--- src/design/pis_pkg.sv ---
// ----------------------------------------------------------------------------
// pis_pkg: shared types for the polygon isoline segment block
// Vertex and segment items, and the edge job passed from front to back.
// ----------------------------------------------------------------------------
`default_nettype none

package pis_pkg;

  localparam int CoordW = 32;

  typedef struct packed {
    logic signed [CoordW-1:0] pos_x;
    logic signed [CoordW-1:0] pos_y;
    logic signed [CoordW-1:0] pos_z;
    logic signed [CoordW-1:0] field_value;
    logic signed [CoordW-1:0] contour_level;
    logic                     last_vertex;
  } vertex_t;

  typedef struct packed {
    logic signed [CoordW-1:0] start_x;
    logic signed [CoordW-1:0] start_y;
    logic signed [CoordW-1:0] start_z;
    logic signed [CoordW-1:0] end_x;
    logic signed [CoordW-1:0] end_y;
    logic signed [CoordW-1:0] end_z;
    logic                     run_end;
  } segment_t;

  // One crossing edge: endpoints, |v1 - level|, |v1 - v2|, and emit control
  typedef struct packed {
    logic [2:0][CoordW-1:0] p1;
    logic [2:0][CoordW-1:0] p2;
    logic [CoordW-1:0]      num;
    logic [CoordW-1:0]      den;
    logic                   emit;
    logic                   run_end;
  } edge_job_t;

endpackage

`default_nettype wire

--- src/design/pis_queue.sv ---
// ----------------------------------------------------------------------------
// pis_queue: two-entry edge job queue
// Decouples the vertex front end from the interpolation back end.
// ----------------------------------------------------------------------------
`default_nettype none

module pis_queue
  import pis_pkg::*;
(
  input  wire logic      clk,
  input  wire logic      rst,
  input  wire logic      push,
  input  wire edge_job_t push_job,
  output logic           full,
  input  wire logic      pop,
  output logic           empty,
  output edge_job_t      head_job
);

  edge_job_t   mem [2];
  logic        wr_ptr;
  logic        rd_ptr;
  logic [1:0]  fill;

  assign full     = (fill == 2'd2);
  assign empty    = (fill == 2'd0);
  assign head_job = mem[rd_ptr];

  // store incoming job
  always_ff @(posedge clk) begin
    if (push && !full) begin
      mem[wr_ptr] <= push_job;
    end
  end

  // advance pointers and fill count
  always_ff @(posedge clk) begin
    if (rst) begin
      wr_ptr <= 1'b0;
      rd_ptr <= 1'b0;
      fill   <= 2'd0;
    end else begin
      if (push && !full) wr_ptr <= ~wr_ptr;
      if (pop && !empty) rd_ptr <= ~rd_ptr;
      fill <= fill + {1'b0, (push && !full)} - {1'b0, (pop && !empty)};
    end
  end

endmodule

`default_nettype wire

--- config.mk ---
export PLATFORM = sky130hd
export DESIGN_NAME = pis_queue
export DESIGN_NICKNAME = d
export VERILOG_FILES = /design/src/design/pis_pkg.sv /design/src/design/pis_queue.sv
export SDC_FILE = /design/constraint.sdc
export NUM_CORES = 1
export LEC_CHECK = 0
export BUFFER_PORTS_ARGS = -buffer_cell sky130_fd_sc_hd__buf_2
export CAP_MARGIN = 20
export CORE_AREA = 2 2 202 204
export CTS_CLUSTER_DIAMETER = 60
export DETAILED_ROUTE_END_ITERATION = 6
export DIE_AREA = 0 0 204 206
export GPL_TIMING_DRIVEN = 0
export PLACE_DENSITY_LB_ADDON = 0.05
export SLEW_MARGIN = 20
export SYNTH_ARGS = -nofsm -noshare
export SYNTH_HDL_FRONTEND = slang
export SYNTH_SLANG_ARGS = --single-unit
export TNS_END_PERCENT = 30
--- constraint.sdc ---
create_clock -name clk -period 10.2 [get_ports clk]
set_clock_uncertainty 0.1 [all_clocks]
set_input_delay 0 -clock clk [delete_from_list [all_inputs] [get_ports clk]]
set_output_delay 0 -clock clk [all_outputs]
set_load 0.03 [all_outputs]
==> results.yml <==
run_status:
  status: "finished clean"
critical_path:
  cp.required_ns: 10.31
  critPathKind: "flip-flop to flip-flop"
  end_kind: "flip-flop"
  r2r-end: "mem[0][256]"
  critical_path.reg2reg.startpoint: "fill[0]"
  crit_path_start_kind: "flip-flop"
  crit_arrival_ns: 2.67
  worstPathMaxFanout: 86
  ff2ff_path_depth: 6
  rrSetupSlack_ns: 7.64
placed_design:
  port_buffers: 521
  place_hpwl_um: 30700
  gp_congestion: 0.731
  pre_cts_slack_ns: 7.63
die:
  floorplan.rows: 74
  die_y_um: 206
  io_pins: 522
  initial_core_util_pct: 49.0
  die_w_um: 204
  core-area_um2: 40200
  die_area_um2: 42000
min_path:
  min_from: "push_job[81]"
  worstHoldPathCells: 2
  hold_end: "mem[1][81]"
  hold_class: "primary input to flip-flop"
power:
  power_density_nw_per_um2: 261
  finalPower_mw: 7.16
  ir_worst_vdd_mv: 0.198
  p_leak_nw: 10.8
global_route:
  antenna_found_initial: 3
  grt_pass1_wl_um: 65300
  grtUsageTotal_pct: 21.0
  grt_pass1_vias: 11300
  grt_overflow: 0
  grt_max_degree: 87
cts:
  root_buffer: "clkbuf_16"
  clkTransAtPathRegs_ns: 0.06
  cts_buffers: 53
  cts_tree: "yes"
  clkLatencyLatePin_ns: 0.57
  cts-resized-gates: 0
  cts_setup_buffers: 0
  clock_sinks: 521
  cts_hold_buffers: 262
  h-tree-depth: 2
  cts.path.max_buffers: 3
routing:
  routedWlPerCell_um: 20.1
  drc: 0
  firstDrtPassIters: 5
  wirelength_um: 45200
  vias_per_cell: 4.79
  first_iter_violations: 655
  ant_nets: 0
  num_vias: 10800
yosys:
  avgSynthCellArea_um2: 23.7
  synth_cell_types: 22
  yosysWarnings: 0
  syn_nets: 1094
  synth-seq-cells: 521
  muxShareOfSynthArea_pct: 18.6
  seq_area_frac_synth_pct: 79.2
  synth-xor-area-share_pct: 0.0889
  postSynthCellCount: 830
  yosys.area_share.adder_pct: 0.127
  synth_top_family_by_area: "multiplexers"
  netlist_area_um2: 19700
  synth_top_area_cell: "edfxtp_1"
  synth-compound-area-share_pct: 0.0889
  synth_simple_gate_area_share_pct: 0.292
  synthTopCellsByArea: "edfxtp_1 (79%), mux2_4 (15%), mux2_2 (3.3%), buf_6 (1.4%), dfxtp_1 (0.51%)"
  yosys.area.top_type_share_pct: 78.6
timing:
  worstMarginPinSlew_ns: 0.479
  rsz0062_at_grt: "no"
  whs_ns: 0.0429
  max_slew_margin_pct: 68.1
  fin_ws_ns: 7.64
  fin_crit_sh_pct: 25.1
  slew_violations: 0
  fin_crit_ns: 2.56
  finalSetupViolCount: 0
  fmax_mhz: 391
  finalHoldViolCount: 0
flow_run:
  max_cap_viol_count: 0
finish:
  area_growth_pct: 39.3
  final_core_util_pct: 68.3
  fin_nets: 1941
  layout-drive-gt1-share_pct: 51.7
  fillers: 2771
==> how the worst max path moves through the flow <==
stage	start	end	slack, ns
2_1_floorplan	fill[0]	mem[1][0]	3.06
3_3_place_gp	fill[0]	mem[1][90]	-0.63
3_5_place_dp	fill[0]	mem[0][170]	7.63
4_1_cts	fill[0]	mem[0][167]	7.62
5_1_grt	fill[0]	mem[0][243]	7.50
6_report	fill[0]	mem[0][256]	7.64
==> worst max-delay path, stage by stage, from the launching register on <==
cell	delay (ns)
dfxtp_1	0.36
nand2b_2	0.16
inv_1	0.06
or3_1	0.41
inv_8	0.22
buf_16	0.37
buf_16	0.42
==> cell type report <==
class | instances | area (um2) | area share, %
diodes | 3 | 7.51 | 0.0274
plain buffers | 29 | 315 | 1.15
clock buffers | 69 | 1390 | 5.05
clock inverters | 24 | 216 | 0.789
inverters | 4 | 22.5 | 0.0821
multi-input cells | 276 | 3780 | 13.8
flip-flops and latches | 521 | 15600 | 56.8
well taps | 532 | 666 | 2.43
repair buffers | 792 | 5460 | 19.9
==> synthesized netlist by cell type <==
cell type and number:
or3_1 1, o21a_1 1, a21oi_1 1, nand2b_2 1, xor2_1 1, nand2_1 1
and2_1 1, mux2_4 201, dfxtp_1 5, xnor2_1 1, mux2_2 57, ha_1 2
and3_1 1, edfxtp_1 516, inv_1 4, nor2b_1 1, buf_8 2, o21ai_0 1
nor2_1 4, buf_6 24, buf_2 3, nor3_1 1
==> metrics by stage <==
stage | std cells | TNS, ns | cell area, um2
after floorplan | 830 | 0 | 19700
after global placement | 1883 | -159.59 | 23000
after detailed placement | 1892 | 0 | 23200
after CTS | 2247 | 0 | 27400
after global routing | 2249 | 0 | 27400
final | 2250 | 0 | 27400
==> registers in the layout (all words and copies together), names as in the netlist, named ones only <==
register	count
mem	516
fill	2
rd_ptr	1
wr_ptr	1
==> cells in the final DEF (no fill, tap or decap) <==
cell / n
and3_4: 1
xnor2_1: 1
inv_8: 2
a21oi_1: 1
buf_6: 24
nand2b_2: 1
nor2_1: 4
o21a_1: 1
mux2_2: 57
nor2b_1: 1
clkbuf_16: 53
dlygate4sd3_1: 262
dfxtp_1: 5
or3_1: 1
o21ai_0: 1
inv_1: 3
clkinv_1: 11
diode_2: 3
edfxtp_1: 516
buf_8: 2
clkinv_4: 1
mux2_4: 201
ha_1: 2
clkbuf_1: 16
clkinv_2: 7
xor2_1: 1
nor3_1: 1
buf_2: 524
and2_1: 1
buf_16: 6
nand2_1: 1
buf_12: 3
bufinv_16: 4
==> layer usage <==
metal | up-vias | wire length [um] | global-route usage (%)
met3 | 80 | 3850 | 7.38
met1 | 5291 | 16800 | 23.6
met2 | 387 | 23200 | 36.9
li1 | 5016 | - | -
met4 | 2 | 1330 | 7.58
met5 | - | 13 | 0
==> kinds of logic after synthesis <==
family	count (synthesis)
DFF	521
buffers and inverters	33
and+or+nand+nor	11
xor gates and xnor gates	2
AOI/OAI and AO/OA	3
adders and majority gates	2
muxes	258
==> where the power goes <==
part           internal (mW)  leakage [nW]  total, mW  switching, mW
registers               2.72          4.86       2.79         0.0680
clock network           1.05         0.783       1.81          0.760
logic                   1.01          5.15       2.56           1.55
total                   4.78          10.8       7.16           2.38
No activity file was read; power rests on OpenSTA's default activity.
